<file path="config.mk">
export PLATFORM = sky130hd
export DESIGN_NAME = aspd_detect
export DESIGN_NICKNAME = d
export VERILOG_FILES = /design/src/rtl/aspd_pkg.sv /design/src/rtl/aspd_detect.sv
export SDC_FILE = /design/constraint.sdc
export NUM_CORES = 1
export LEC_CHECK = 0
export BUFFER_PORTS_ARGS = -buffer_cell sky130_fd_sc_hd__clkbuf_2
export CAP_MARGIN = 5
export CORE_UTILIZATION = 58
export DETAILED_ROUTE_END_ITERATION = 10
export PLACE_DENSITY = 0.83
export SYNTH_ARGS = -nofsm -noshare
export SYNTH_HDL_FRONTEND = slang
export SYNTH_SLANG_ARGS = --single-unit
</file>
<file path="constraint.sdc">
create_clock -name clock -period 8.66 [get_ports clock]
set_clock_uncertainty 0.05 [all_clocks]
set_input_delay 0 -clock clock [delete_from_list [all_inputs] [get_ports clock]]
set_output_delay 0 -clock clock [all_outputs]
set_load 0.01 [all_outputs]
</file>
<file path="src/rtl/aspd_pkg.sv">
package aspd_pkg;

   localparam int unsigned CsrIndexBits = 3;
   localparam int unsigned CsrDataBits  = 32;
   localparam int unsigned GainBits     = 16;
   localparam int unsigned ThrBits      = 16;
   localparam int unsigned TimeBits     = 32;
   localparam int unsigned MinSample    = 100;

   localparam logic [GainBits-1:0] GainFastReset = 16'd32768;
   localparam logic [GainBits-1:0] GainSlowReset = 16'd6554;
   localparam logic [TimeBits-1:0] TimeoutReset  = 32'd1;

   typedef enum logic [CsrIndexBits-1:0] {
      CSR_GAIN_FAST      = 3'd0,
      CSR_GAIN_SLOW      = 3'd1,
      CSR_DISTANCE_MIN   = 3'd2,
      CSR_TRIGGER_MARGIN = 3'd3,
      CSR_RISE_TIMEOUT   = 3'd4,
      CSR_FALL_TIMEOUT   = 3'd5,
      CSR_FREEZE_RESULT  = 3'd6
   } csr_index_type;

   typedef struct packed {
      logic [ThrBits-1:0]  distance_min;
      logic [ThrBits-1:0]  trigger_margin;
      logic [TimeBits-1:0] rise_timeout;
      logic [TimeBits-1:0] fall_timeout;
      logic                freeze;
   } det_cfg_type;

   typedef struct packed {
      logic                valid;
      logic                last;
      logic [TimeBits-1:0] now_ms;
   } stage_ctrl_type;

endpackage

</file>
<file path="src/rtl/aspd_detect.sv">
module aspd_detect import aspd_pkg::*; #(
   parameter int unsigned SAMPLE_BITS = 12
) (
   input  logic                   clock,
   input  logic                   reset,
   input  det_cfg_type            cfg,
   input  stage_ctrl_type         stage_ctrl,
   input  logic [SAMPLE_BITS-1:0] stage_level,
   output logic                   stage_take,
   output logic                   rsp_valid,
   input  logic                   rsp_stall,
   output logic [SAMPLE_BITS-1:0] rsp_level,
   output logic                   rsp_detected
);

   localparam int unsigned CmpBits = (SAMPLE_BITS > ThrBits) ? SAMPLE_BITS : ThrBits;

   logic [SAMPLE_BITS-1:0] held_ff, held_in;
   logic                   det_ff, det_in;
   logic                   rise_run_ff, rise_run_in;
   logic [TimeBits-1:0]    rise_start_ff, rise_start_in;
   logic                   fall_run_ff, fall_run_in;
   logic [TimeBits-1:0]    fall_start_ff, fall_start_in;
   logic                   rsp_valid_ff, rsp_valid_in;
   logic [SAMPLE_BITS-1:0] rsp_level_ff, rsp_level_in;
   logic                   rsp_det_ff, rsp_det_in;

   logic                   out_free;
   logic                   run;
   logic [ThrBits-1:0]     thr;
   logic                   above;
   logic [TimeBits-1:0]    now;
   logic [TimeBits-1:0]    rise_eff;
   logic [TimeBits-1:0]    fall_eff;
   logic                   rise_done;
   logic                   fall_done;

   assign out_free   = !rsp_valid_ff || !rsp_stall;
   assign stage_take = stage_ctrl.valid && (!stage_ctrl.last || out_free);
   assign run        = stage_take && stage_ctrl.last;

   assign now       = stage_ctrl.now_ms;
   assign thr       = cfg.distance_min + cfg.trigger_margin;
   assign above     = CmpBits'(stage_level) > CmpBits'(thr);
   assign rise_eff  = rise_run_ff ? rise_start_ff : now;
   assign fall_eff  = fall_run_ff ? fall_start_ff : now;
   assign rise_done = (now - rise_eff) >= cfg.rise_timeout;
   assign fall_done = (now - fall_eff) >= cfg.fall_timeout;

   always_comb begin
      held_in       = held_ff;
      det_in        = det_ff;
      rise_run_in   = rise_run_ff;
      rise_start_in = rise_start_ff;
      fall_run_in   = fall_run_ff;
      fall_start_in = fall_start_ff;
      if (run && !cfg.freeze) begin
         held_in       = stage_level;
         rise_run_in   = 1'b0;
         rise_start_in = '0;
         fall_run_in   = 1'b0;
         fall_start_in = '0;
         if (above) begin
            if (!det_ff) begin
               if (rise_done) begin
                  det_in = 1'b1;
               end else begin
                  rise_run_in   = 1'b1;
                  rise_start_in = rise_eff;
               end
            end
         end else if (rise_run_ff) begin
            if (fall_done || rise_done) begin
               det_in = 1'b0;
            end else begin
               rise_run_in   = 1'b1;
               rise_start_in = rise_start_ff;
               fall_run_in   = 1'b1;
               fall_start_in = fall_eff;
            end
         end else begin
            det_in = 1'b0;
         end
      end
   end

   always_comb begin
      rsp_valid_in = rsp_valid_ff;
      rsp_level_in = rsp_level_ff;
      rsp_det_in   = rsp_det_ff;
      if (rsp_valid_ff && !rsp_stall) begin
         rsp_valid_in = 1'b0;
      end
      if (run) begin
         rsp_valid_in = 1'b1;
         rsp_level_in = held_in;
         rsp_det_in   = det_in;
      end
   end

   always_ff @(posedge clock) begin
      if (reset) begin
         held_ff       <= '0;
         det_ff        <= 1'b0;
         rise_run_ff   <= 1'b0;
         rise_start_ff <= '0;
         fall_run_ff   <= 1'b0;
         fall_start_ff <= '0;
         rsp_valid_ff  <= 1'b0;
      end else begin
         held_ff       <= held_in;
         det_ff        <= det_in;
         rise_run_ff   <= rise_run_in;
         rise_start_ff <= rise_start_in;
         fall_run_ff   <= fall_run_in;
         fall_start_ff <= fall_start_in;
         rsp_valid_ff  <= rsp_valid_in;
      end
   end

   always_ff @(posedge clock) begin
      rsp_level_ff <= rsp_level_in;
      rsp_det_ff   <= rsp_det_in;
   end

   assign rsp_valid    = rsp_valid_ff;
   assign rsp_level    = rsp_level_ff;
   assign rsp_detected = rsp_det_ff;

endmodule
</file>
Yosys cells after proc, flatten, opt, wreduce, memory -nomap -nowiden. Index checks and enable logic that the tools add are counted.

$add $sub $neg: 3. $mul: 0. Divide/modulo/power cells: 0. $lt $le $gt $ge: 3. Eq/ne operators: 1. Shift operators: 0. Multiplexer cells: 25. Bitwise gates (word level): 0. Reduce and logical (&&, ||, !) cells: 13.

Operator list (number): 32-bit two-way mux (10); 32-bit greater-or-equal comparator (2); 32-bit subtractor (2); 16-bit adder (1); 12-bit by 16-bit greater-than comparator with 1-bit output (1); 1-bit two-way mux (14); 12-bit two-way mux (1); 1-bit logical AND (4); 1-bit logical NOT (4); 1-bit logical OR (3); 3-bit by 1-bit != test with 1-bit output (second input constant) (1); 2-bit AND reduction (1); 2-bit nonzero test (1).

Register bits: 93. Bits in latches: 0. Bits in writable memories: 0. ROM bits: 0. Bits of input ports: 146. Output and inout bits: 15. Word-level logic and storage cells: 54. Memories kept: 0.

Longest topological paths before layout. Gate-level depths: netlist (run 1).

Depth after elaboration: 8. Gate-level depth with buffers: 29. Mapped depth without buffers: 24.

Worst setup path before layout (run 1). Ideal clock, no wire load.

Path type: register to register. Start point: register fall_run_ff. End point: register rise_start_ff[28]. Setup time: 0.070 ns. Data arrival time: 5.851 ns. Required time: 8.540 ns. Path slack: 2.688 ns. Cell stages (with the launch flop): 25. Buffers on the path: 5. Period minus slack after synthesis: 5.972 ns. Cell sequence: dfxtp_1 clkbuf_1 clkbuf_1 mux2i_1 ha_1 clkbuf_1 a2111oi_0 a41oi_1 o21ai_1 nand4_1 a31o_2 a221o_1 and4_1 o31ai_1 xnor2_1 ha_1 nand4_1 or2_2 o41ai_1 a211oi_2 nand2b_1 buf_2 buf_6 or3_1 a21oi_1.

Word-level cells in the longest chain between the ends: 6.

Ends and longest elaborated chain: from (decl) (RTL line aspd_detect.sv:22) `logic fall_run_ff, fall_run_in;`; from (signal assigned) (RTL line aspd_detect.sv:115) `fall_run_ff <= fall_run_in;`; 32-bit two-way mux (RTL line aspd_detect.sv:46) `assign fall_eff = fall_run_ff ? fall_start_ff : now;`; 32-bit subtractor (RTL line aspd_detect.sv:48) `assign fall_done = (now - fall_eff) >= cfg.fall_timeout;`; 32-bit greater-or-equal comparator (RTL line aspd_detect.sv:48); 1-bit logical OR (RTL line aspd_detect.sv:73) `if (fall_done || rise_done) begin`; 3-bit by 1-bit != test with 1-bit output (no line); 2-bit AND reduction (no line); to (signal assigned) (RTL line aspd_detect.sv:114) `rise_start_ff <= rise_start_in;`; to (decl) (RTL line aspd_detect.sv:21) `logic [TimeBits-1:0] rise_start_ff, rise_start_in;`.

No other way between the ends. A chain may end at the register's enable or synchronous reset.

Final worst setup path (run 1).
Start point: register rise_run_ff. End point: register rise_start_ff[11].

Word-level cells in the longest chain between the ends: 6. Elaborated cells on any way between the ends: 10. Classes of those cells: add/sub (1); order compare (1); eq/ne (1); mux (5); reduce/logical (2).

Ends and longest elaborated chain: from (decl) (RTL line aspd_detect.sv:20) `logic rise_run_ff, rise_run_in;`; from (signal assigned) (RTL line aspd_detect.sv:113) `rise_run_ff <= rise_run_in;`; 32-bit two-way mux (RTL line aspd_detect.sv:45) `assign rise_eff = rise_run_ff ? rise_start_ff : now;`; 32-bit subtractor (RTL line aspd_detect.sv:47) `assign rise_done = (now - rise_eff) >= cfg.rise_timeout;`; 32-bit greater-or-equal comparator (RTL line aspd_detect.sv:47); 1-bit logical OR / 32-bit two-way mux (equally long branches) (RTL line aspd_detect.sv:73, aspd_detect.sv:65); 3-bit by 1-bit != test with 1-bit output (no line) / 32-bit two-way mux (equally long branches); 2-bit AND reduction (no line) / 32-bit two-way mux (equally long branches).

Several ways; a longest one is shown, not always the timed one.

==> results.py, run 1 <==
metrics = {
    "synthesis": {
        "ys_ff_latch": 93,
        "synth_fp_nets": 1511,
        "synth_cells": 1207,
        "synth_area_leaders": "ha_1 20%, dfxtp_1 17%, a21oi_1 6.7%",
        "synth.top_cell.area_share_pct": 20.3,
        "ys_types": 63,
        "synth_area_per_cell_um2": 7.90,
        "synth_edf_count": 13,
        "synth-async-reset-ratio_pct": 0,
        "synth_top_flop_cell": "dfxtp_1",
        "synth_commonest_cells": "155 x ha_1, 127 x a21oi_1, 118 x nand2_1",
        "synth_most_common_cell": "ha_1",
        "yosysWarnings": 0,
        "yosysSeqAreaShare_pct": 20.9,
        "synth_top_area_cell": "ha_1",
        "syn-cell-area_um2": 9530,
    },
    "die": {
        "die_y_um": 130,
        "start_util_pct": 59.8,
        "rows": 46,
        "io-pin-count": 161,
        "core_um2": 15900,
        "die_w_um": 130,
        "die_area_um2": 17000,
    },
    "sta": {
        "hold_viol_final": 0,
        "setup_viol": 0,
        "worst_pin_slew_ns": 1.07,
        "fin_tns_setup_ns": 0,
        "finalCritPeriodShare_pct": 82.9,
        "slew_headroom_pct": 28.7,
        "fmax_mhz": 139,
        "post-route-min-period_ns": 7.18,
        "slew_violations": 0,
        "rsz0062_at_grt": "no",
    },
    "clocking": {
        "cts_buffer_depth": 2,
        "cts_tree": "done",
        "ctsResizeCount": 0,
        "clk_latency_ns": 0.36,
        "cts_buffers": 9,
        "clockRootBuffer": "clkbuf_16",
        "cts_sinks": 93,
        "htreeDepth": 3,
        "path_clk_slew_ns": 0.07,
    },
    "detailed_routing": {
        "vias": 9274,
        "postRouteAntennaNets": 0,
        "drt_iter0_markers": 781,
        "vias_per_cell": 5.88,
        "drt_first_pass_iters": 5,
        "totalWireLength_mm": 23.9,
        "drc": 0,
        "wire_per_inst_um": 15.2,
    },
    "hold_path": {
        "worstHoldEndpoint": "rsp_level[0]$_DFFE_PP_",
        "min_path_cells": 3,
        "worstHoldStart": "stage_level[0]",
        "holdCritPathClass": "primary input to flop",
    },
    "power_and_ir_drop": {
        "vdd_drop_max_mv": 0.116,
        "power_leakage_nw": 5.09,
        "fin_total_pwr_mw": 1.56,
        "p_per_area_nw_per_um2": 143,
    },
    "worst_setup_path": {
        "worstSetupPathType": "flop to flop",
        "endpoint_kind": "flop",
        "r2r_setup_slack_ns": 1.48,
        "critPathArrivalTime_ns": 7.40,
        "r2r_start": "rise_run_ff$_SDFFE_PP0P_",
        "reg2reg_to": "rise_start_ff[11]$_SDFFE_PP0P_",
        "cp_max_fo": 63,
        "cp-start-kind": "flop",
        "crit_required_ns": 8.88,
        "r2r_cells": 21,
    },
    "final_layout": {
        "final_util_pct": 68.8,
        "diodes": 0,
        "layout-drive-gt1-share_pct": 14.5,
        "areaGrowthSynthToFinish_pct": 15.1,
        "fin_nets": 1659,
    },
    "job": {
        "maxCapViolations": 0,
    },
    "status": {
        "status": "completed",
    },
    "grt": {
        "grt_max_degree": 80,
        "grt_pass1_wl_mm": 38.4,
        "track_usage_pct": 28.4,
        "grt_pass1_vias": 8318,
        "overflow": 0,
        "antenna_found_initial": 0,
    },
    "placed_design": {
        "portBuffers": 160,
        "routabilityCongestion": 0.899,
        "dp_hpwl_mm": 17.8,
    },
}
[final cells by class]
| type | instances | area [um2] |
|---|---|---|
| clock buffer | 10 | 229 |
| clock inverter | 6 | 136 |
| fill | 1311 | 4970 |
| inverter | 94 | 353 |
| multi-input combinational | 978 | 7010 |
| sequential | 93 | 1990 |
| tap | 216 | 270 |
| timing repair buffer | 179 | 976 |
[stage by stage]
| step | hold WS [ns] | setup slack, ns | instance area (um2) | std cells |
|---|---|---|---|---|
| final | 0.0465 | 1.48 | 11000 | 1576 |
| after global routing | 0.0808 | 0.831 | 11000 | 1576 |
| after floorplan | 0.0410 | 2.69 | 9530 | 1207 |
| after CTS | 0.0292 | 1.61 | 11000 | 1576 |
| after global placement | 0.198 | 1.92 | 10500 | 1547 |
| after detailed placement | 0.209 | 1.68 | 10500 | 1547 |
[what timing repair did]
| action | in CTS | in global routing |
|---|---|---|
| hold buffers | 13 | 0 |
| buffers inserted | 0 | 0 |
| endpoints found under the hold margin | 23 | 0 |
[routing by layer]
metal | up-vias | share of wire (%) | GRT usage, %
li1 | 4639 | - | -
met1 | 4263 | 45 | 36.9
met2 | 319 | 47 | 47.8
met3 | 53 | 5.7 | 3.77
met4 | 0 | 2.8 | 10.6
met5 | - | 0 | 0
[where the power goes]
group / total (mW) / switching (mW) / internal [mW]
Combinational: 0.624 / 0.350 / 0.274
Clock: 0.492 / 0.180 / 0.312
Sequential: 0.448 / 0.00463 / 0.444
[cell families (layout without fill, tap and decap cells)]
group / count (synthesis) / after routing / synth area share [%]
flip-flops: 93 / 93 / 20.9
AO/OA/AOI/OAI: 333 / 333 / 22.5
adder cells (fa/ha/maj): 158 / 158 / 21.0
multiplexers: 62 / 62 / 6.51
XOR/XNOR: 66 / 66 / 6.06
AND/OR/NAND/NOR: 359 / 359 / 17.4
buffers and inverters: 136 / 289 / 5.64
[worst max-delay path: stages, from the launching register on]
cell       delay, ns
dfxtp_2         0.72
buf_4           0.41
mux2i_1         0.14
ha_1            0.34
inv_1           0.07
a2111oi_0       0.71
o21ai_0         0.36
a211o_1         0.39
a21oi_1         0.26
o211ai_1        0.21
a21oi_1         0.25
or4_1           0.14
nand3_1         0.06
ha_1            0.31
nand4_1         0.12
or3_1           0.40
nor4_1          0.28
a211o_1         0.32
a211oi_4        0.05
nand2b_2        0.71
or3_1           0.59
a21oi_1         0.16
[cells in the final DEF, fill, tap and decap left out, types with 18 or more instances in the layout]
cell type / instances
a21o_1: 36
a21oi_1: 127
a22oi_1: 32
clkbuf_2: 160
dfxtp_1: 78
ha_1: 155
inv_1: 94
mux2i_1: 62
nand2_1: 118
nor2_1: 107
nor3_1: 18
o21ai_0: 38
or3_1: 33
xnor2_1: 47
xor2_1: 19
[worst max path at each step]
stage,start,to,depth (start not counted)
floorplan,fall_run_ff$_SDFFE_PP0P_,rise_start_ff[28]$_SDFFE_PP0P_,24
global placement,fall_run_ff$_SDFFE_PP0P_,rise_start_ff[30]$_SDFFE_PP0P_,19
detailed placement,rise_run_ff$_SDFFE_PP0P_,rise_start_ff[9]$_SDFFE_PP0P_,21
CTS,rise_run_ff$_SDFFE_PP0P_,rise_start_ff[11]$_SDFFE_PP0P_,21
global route,rise_run_ff$_SDFFE_PP0P_,rise_start_ff[12]$_SDFFE_PP0P_,21
finish,rise_run_ff$_SDFFE_PP0P_,rise_start_ff[11]$_SDFFE_PP0P_,21
[sequential cells by signal, summed over array words and instances, names as in the netlist]
name / cells
det_ff: 1
fall_run_ff: 1
fall_start_ff: 32
held_ff: 12
rise_run_ff: 1
rise_start_ff: 32
rsp_detected: 1
rsp_level: 12
rsp_valid: 1
Note: power is estimated with default switching activity, not from simulation.
==> run 2: changes to the inputs <==
--- a/config.mk
+++ b/config.mk
@@ -7,9 +7,9 @@
 export LEC_CHECK = 0
 export BUFFER_PORTS_ARGS = -buffer_cell sky130_fd_sc_hd__clkbuf_2
 export CAP_MARGIN = 5
-export CORE_UTILIZATION = 58
+export CORE_UTILIZATION = 53
 export DETAILED_ROUTE_END_ITERATION = 10
-export PLACE_DENSITY = 0.83
+export PLACE_DENSITY = 0.8
 export SYNTH_ARGS = -nofsm -noshare
 export SYNTH_HDL_FRONTEND = slang
 export SYNTH_SLANG_ARGS = --single-unit
==> constraint.sdc (replaced) <==
create_clock -name clock -period 5.83 [get_ports clock]
set_clock_uncertainty 0.05 [all_clocks]
set_input_delay 0 -clock clock [delete_from_list [all_inputs] [get_ports clock]]
set_output_delay 0 -clock clock [all_outputs]
set_load 0.01 [all_outputs]
==> run 2 against run 1 <==
Critical path depth up 1. Routed wire length up 3.4%. Worst setup slack got worse by 1.3 ns. Largest power group unchanged.
==> results.py, run 2 (same netlist as run 1, synthesis figures left out) <==
metrics = {
    "grt": {
        "overflow": 0,
        "grt_pass1_vias": 8727,
        "grt_max_degree": 80,
        "track_usage_pct": 26.9,
        "grt_pass1_wl_mm": 40.3,
        "antenna_found_initial": 0,
    },
    "clocking": {
        "cts_buffers": 9,
        "clk_latency_ns": 0.35,
        "cts_buffer_depth": 2,
        "cts_sinks": 93,
        "htreeDepth": 3,
        "cts_tree": "done",
        "path_clk_slew_ns": 0.07,
        "clockRootBuffer": "clkbuf_16",
    },
    "detailed_routing": {
        "drt_first_pass_iters": 5,
        "postRouteAntennaNets": 0,
        "totalWireLength_mm": 24.7,
        "wire_per_inst_um": 15.2,
        "drc": 0,
        "vias": 9277,
        "drt_iter0_markers": 668,
        "vias_per_cell": 5.70,
    },
    "die": {
        "io-pin-count": 161,
        "rows": 48,
        "die_w_um": 136,
        "core_um2": 17400,
        "die_area_um2": 18500,
        "start_util_pct": 54.7,
        "die_y_um": 136,
    },
    "worst_setup_path": {
        "worstSetupPathType": "flop to flop",
        "reg2reg_to": "rise_start_ff[16]$_SDFFE_PP0P_",
        "r2r_setup_slack_ns": 0.22,
        "critPathArrivalTime_ns": 5.83,
        "cp_max_fo": 25,
        "cp-start-kind": "flop",
        "endpoint_kind": "flop",
        "crit_required_ns": 6.05,
        "r2r_cells": 22,
        "r2r_start": "fall_run_ff$_SDFFE_PP0P_",
    },
    "final_layout": {
        "diodes": 0,
        "final_common_cell": "clkbuf_2",
        "fin_nets": 1702,
        "final_cell_mix": "160 x clkbuf_2, 155 x ha_1, 124 x a21oi_1",
        "nFillCells": 1520,
        "layout-drive-gt1-share_pct": 18.6,
        "biggestRegsByFlops": "fall_start_ff (32), rise_start_ff (32)",
        "areaGrowthSynthToFinish_pct": 20.3,
    },
    "sta": {
        "slew_headroom_pct": 41.0,
        "slew_violations": 0,
        "setup_viol": 0,
        "fin_hold_ws_ns": 0.0699,
        "post-route-min-period_ns": 5.61,
        "worst_pin_slew_ns": 0.884,
        "fmax_mhz": 178,
        "finalCritPeriodShare_pct": 96.2,
        "hold_viol_final": 0,
    },
    "placed_design": {
        "dp_hpwl_mm": 19.0,
        "portBuffers": 160,
        "routabilityCongestion": 0.924,
    },
    "hold_path": {
        "min_path_cells": 3,
        "holdCritPathClass": "primary input to flop",
        "worstHoldStart": "stage_level[0]",
        "worstHoldEndpoint": "rsp_level[0]$_DFFE_PP_",
    },
    "status": {
        "status": "completed",
    },
    "power_and_ir_drop": {
        "fin_total_pwr_mw": 2.30,
        "power_frac_comb_pct": 43.3,
        "vdd_drop_max_mv": 0.154,
        "p_per_area_nw_per_um2": 201,
        "switchingPower_mw": 0.810,
        "p_int_mw": 1.49,
        "power_leakage_nw": 5.33,
        "seq_power_share_pct": 28.8,
        "pwr-share-clk_pct": 28.0,
        "p_sw_share_pct": 35.2,
    },
    "job": {
        "maxCapViolations": 0,
    },
}
## run 2: changes by cell type in the layout (fill, tap and decap cells not counted), sizes merged
cell,before,now
buf,6,48
bufinv,4,2
clkbuf,170,171
clkinv,1,4
clkinvlp,1,0
## run 2: worst max path at each step
stage / slack [ns] / startpoint / end / cells past startpoint
final: 0.22 / fall_run_ff$_SDFFE_PP0P_ / rise_start_ff[16]$_SDFFE_PP0P_ / 22
after global routing: -0.03 / rise_run_ff$_SDFFE_PP0P_ / rise_start_ff[16]$_SDFFE_PP0P_ / 24
after CTS: 0.02 / rise_run_ff$_SDFFE_PP0P_ / rise_start_ff[16]$_SDFFE_PP0P_ / 24
after detailed placement: -0.26 / rise_run_ff$_SDFFE_PP0P_ / rise_start_ff[18]$_SDFFE_PP0P_ / 21
after global placement: -0.06 / rise_run_ff$_SDFFE_PP0P_ / rise_start_ff[28]$_SDFFE_PP0P_ / 24
after floorplan: 0.03 / fall_run_ff$_SDFFE_PP0P_ / rise_start_ff[28]$_SDFFE_PP0P_ / 24
## run 2: layout make-up
type / count / area [um2] / share of cell area [%]
Clock inverter: 6 / 86.3 / 0.753
Tap cell: 225 / 282 / 2.46
Clock buffer: 10 / 239 / 2.08
Timing Repair Buffer: 222 / 1370 / 11.9
Sequential cell: 93 / 2000 / 17.4
Multi-Input combinational cell: 978 / 7140 / 62.3
Inverter: 94 / 353 / 3.08
## run 2: worst max-delay path: stages (launching register included)
cell and delay [ns]:
dfxtp_2 0.37, buf_12 0.16, buf_12 0.16, mux2i_2 0.25
ha_1 0.30, o21a_1 0.18, o211ai_1 0.21, a21oi_1 0.12
o22a_1 0.22, a31o_2 0.25, a221o_1 0.37, and4_1 0.24
o31ai_2 0.29, xnor2_1 0.11, ha_1 0.29, nand4_1 0.09
or2_2 0.35, o41ai_4 0.45, a211oi_4 0.09, nand2b_4 0.21
buf_12 0.18, or3_1 0.37, a21oi_1 0.18
## run 2: timing repair
action	CTS	global route
gates cloned	0	0
setup endpoints to repair	33	52
hold buffers	13	0
endpoints found under the hold margin	23	0
buffers inserted	0	7
pin swaps	1	5
resized for setup	10	27
## run 2: layer usage
metal | up-vias | GRT usage, % | part of all wire, % | routed length, um
met2 | 258 | 46.0 | 48 | 11700
met3 | 48 | 4.62 | 5.0 | 1250
met4 | 0 | 8.52 | 2.6 | 644
met1 | 4243 | 34.0 | 45 | 11100
met5 | - | 0 | 0 | 0
li1 | 4728 | - | - | -
## run 2: stage by stage
step / area [um2] / setup slack [ns] / setup TNS (ns) / util [%] / instances
2_1_floorplan: 9540 / 0.0291 / 0 / - / 1207
3_3_place_gp: 10800 / -0.0578 / -1.38 / 62.1 / 1592
3_5_place_dp: 10800 / -0.262 / -6.50 / 62.1 / 1592
4_1_cts: 11300 / 0.0175 / 0 / 64.9 / 1621
5_1_grt: 11500 / -0.0319 / -0.0561 / 65.8 / 1628
6_report: 11500 / 0.223 / 0 / 65.8 / 1628
## run 2: power by group through the flow
stage          Sequential (mW)  Clock (mW)  Combinational, mW
6_report                 0.663       0.644              0.996
5_1_grt                  0.664       0.669               1.11
4_1_cts                  0.664       0.650              0.967
3_5_place_dp             0.678           0              0.945
3_3_place_gp             0.678           0              0.916
2_1_floorplan            0.678           0              0.667
==> run 3: changes to the inputs <==
--- a/config.mk
+++ b/config.mk
@@ -7,9 +7,9 @@
 export LEC_CHECK = 0
 export BUFFER_PORTS_ARGS = -buffer_cell sky130_fd_sc_hd__clkbuf_2
 export CAP_MARGIN = 5
-export CORE_UTILIZATION = 53
+export CORE_UTILIZATION = 39
 export DETAILED_ROUTE_END_ITERATION = 10
-export PLACE_DENSITY = 0.8
+export PLACE_DENSITY = 0.6
 export SYNTH_ARGS = -nofsm -noshare
 export SYNTH_HDL_FRONTEND = slang
 export SYNTH_SLANG_ARGS = --single-unit
==> constraint.sdc (replaced) <==
create_clock -name clock -period 5.8 [get_ports clock]
set_clock_uncertainty 0.05 [all_clocks]
set_input_delay 0 -clock clock [delete_from_list [all_inputs] [get_ports clock]]
set_output_delay 0 -clock clock [all_outputs]
set_load 0.01 [all_outputs]
==> run 3 against run 2 <==
Largest cell class unchanged. Sequential share of layout area shrank 0.48 points. Combinational power about the same. Worst setup slack got worse by 0.031 ns. Maximum frequency about the same. Non-clock buffer count grew 25.
==> results.py, run 3 (same netlist as run 1, synthesis figures left out) <==
metrics = {
    "final_layout": {
        "layout-drive-gt1-share_pct": 20.4,
        "final_cell_mix": "160 x clkbuf_2, 152 x ha_1, 122 x a21oi_1",
        "nFillCells": 2373,
        "fin_cells": 1747,
        "diodes": 0,
        "fin_nets": 1727,
        "areaGrowthSynthToFinish_pct": 23.7,
        "final_common_cell": "clkbuf_2",
        "biggestRegsByFlops": "fall_start_ff (32), rise_start_ff (32)",
    },
    "die": {
        "io-pin-count": 161,
        "die_w_um": 158,
        "die_area_um2": 25100,
        "core_um2": 23800,
        "die_y_um": 158,
        "start_util_pct": 40.1,
        "rows": 56,
    },
    "detailed_routing": {
        "postRouteAntennaNets": 0,
        "vias": 9086,
        "totalWireLength_mm": 25.1,
        "drc": 0,
        "vias_per_cell": 5.20,
        "drt_first_pass_iters": 5,
        "drt_iter0_markers": 471,
        "wire_per_inst_um": 14.4,
    },
    "clocking": {
        "cts_buffer_depth": 2,
        "htreeDepth": 3,
        "cts_tree": "done",
        "clk_latency_ns": 0.36,
        "clockRootBuffer": "clkbuf_16",
        "path_clk_slew_ns": 0.07,
        "cts_sinks": 93,
        "cts_buffers": 9,
    },
    "hold_path": {
        "holdCritPathClass": "primary input to flop",
        "min_path_cells": 3,
        "worstHoldEndpoint": "rsp_level[0]$_DFFE_PP_",
        "worstHoldStart": "stage_level[0]",
    },
    "sta": {
        "hold_viol_final": 0,
        "slew_headroom_pct": 45.5,
        "rsz0062_at_grt": "yes",
        "finalCritPeriodShare_pct": 96.7,
        "post-route-min-period_ns": 5.61,
        "setup_viol": 0,
        "fmax_mhz": 178,
        "worst_pin_slew_ns": 0.817,
        "slew_violations": 0,
    },
    "worst_setup_path": {
        "r2r_start": "rise_run_ff$_SDFFE_PP0P_",
        "endpoint_kind": "flop",
        "r2r_setup_slack_ns": 0.19,
        "cp-start-kind": "flop",
        "r2r_cells": 23,
        "critPathArrivalTime_ns": 5.84,
        "crit_required_ns": 6.03,
        "cp_max_fo": 22,
        "worstSetupPathType": "flop to flop",
        "reg2reg_to": "rise_start_ff[4]$_SDFFE_PP0P_",
    },
    "grt": {
        "track_usage_pct": 20.0,
        "grt_pass1_vias": 8138,
        "grt_pass1_wl_mm": 39.6,
        "antenna_found_initial": 0,
        "grt_max_degree": 79,
        "overflow": 0,
    },
    "placed_design": {
        "dp_hpwl_mm": 20.0,
        "routabilityCongestion": 0.882,
        "portBuffers": 160,
        "dp_cells": 1708,
    },
    "status": {
        "status": "completed",
    },
    "power_and_ir_drop": {
        "vdd_drop_max_mv": 0.136,
        "power_leakage_nw": 5.44,
        "fin_total_pwr_mw": 2.28,
        "p_per_area_nw_per_um2": 193,
    },
    "job": {
        "maxCapViolations": 0,
    },
}
-- run 3: timing repair --
item / CTS / global route
gates resized for setup: 4 / 47
endpoints found under the hold margin: 23 / 0
setup endpoints to repair: 30 / 66
buffers inserted: 0 / 10
hold buffers: 13 / 0
cloned: 0 / 0
pin swaps: 0 / 12
-- run 3: layout make-up --
class                      count  area, um2  share of cell area, %
multi-input combinational    978       7210                   61.1
sequential                    93       2000                   16.9
timing repair buffer         247       1550                   13.2
tap                          319        399                   3.39
inverter                      94        353                   2.99
clock buffer                   9        225                   1.91
clock inverter                 7       57.6                  0.488
-- run 3: how the worst max path moves through the flow --
stage / start / end / slack (ns) / cells after the start
final: rise_run_ff$_SDFFE_PP0P_ / rise_start_ff[4]$_SDFFE_PP0P_ / 0.19 / 23
after floorplan: rise_run_ff$_SDFFE_PP0P_ / rise_start_ff[28]$_SDFFE_PP0P_ / 0.04 / 24
after detailed placement: rise_run_ff$_SDFFE_PP0P_ / rise_start_ff[4]$_SDFFE_PP0P_ / -0.07 / 23
after global placement: rise_run_ff$_SDFFE_PP0P_ / rise_start_ff[2]$_SDFFE_PP0P_ / -0.12 / 22
after CTS: rise_run_ff$_SDFFE_PP0P_ / rise_start_ff[6]$_SDFFE_PP0P_ / 0.06 / 24
after global routing: rise_run_ff$_SDFFE_PP0P_ / rise_start_ff[21]$_SDFFE_PP0P_ / -0.05 / 25
-- run 3: layer usage --
| metal | vias to the layer above | global-route usage [%] | part of all wire, % |
|---|---|---|---|
| li1 | 4774 | - | - |
| met1 | 4078 | 27.9 | 49 |
| met2 | 213 | 32.4 | 45 |
| met3 | 21 | 2.42 | 4.5 |
| met4 | 0 | 5.17 | 1.4 |
| met5 | - | 0 | 0 |
-- run 3: critical path, cell delays in order (launching register included) --
cell	delay [ns]
dfxtp_4	0.41
buf_6	0.15
buf_4	0.19
mux2i_4	0.27
ha_1	0.30
a21oi_1	0.22
nand2_1	0.08
o21ai_1	0.16
buf_4	0.15
a21oi_1	0.07
o21a_1	0.17
nor2_1	0.11
xnor2_1	0.22
ha_1	0.31
a21o_1	0.16
a211o_1	0.39
nor2_1	0.12
o21ai_0	0.29
a211o_1	0.48
buf_4	0.17
or3_1	0.37
buf_6	0.18
or3_1	0.32
a21oi_1	0.16
-- run 3: report_power, final --
group          internal (mW)  total [mW]  switching, mW
clock                  0.297       0.580          0.283
combinational          0.474        1.03          0.558
sequential             0.662       0.666        0.00379
total                   1.43        2.28          0.845
-- run 3: per-stage QoR --
step	hold WS [ns]	setup TNS [ns]	utilization (%)	instance area, um2	worst slack [ns]
2_1_floorplan	0.0410	0	-	9540	0.0414
3_3_place_gp	0.204	-3.12	46.7	11100	-0.116
3_5_place_dp	0.210	-0.889	46.7	11100	-0.0686
4_1_cts	0.0453	0	48.5	11500	0.0615
5_1_grt	0.0722	-0.575	49.6	11800	-0.0484
6_report	0.0571	0	49.6	11800	0.192
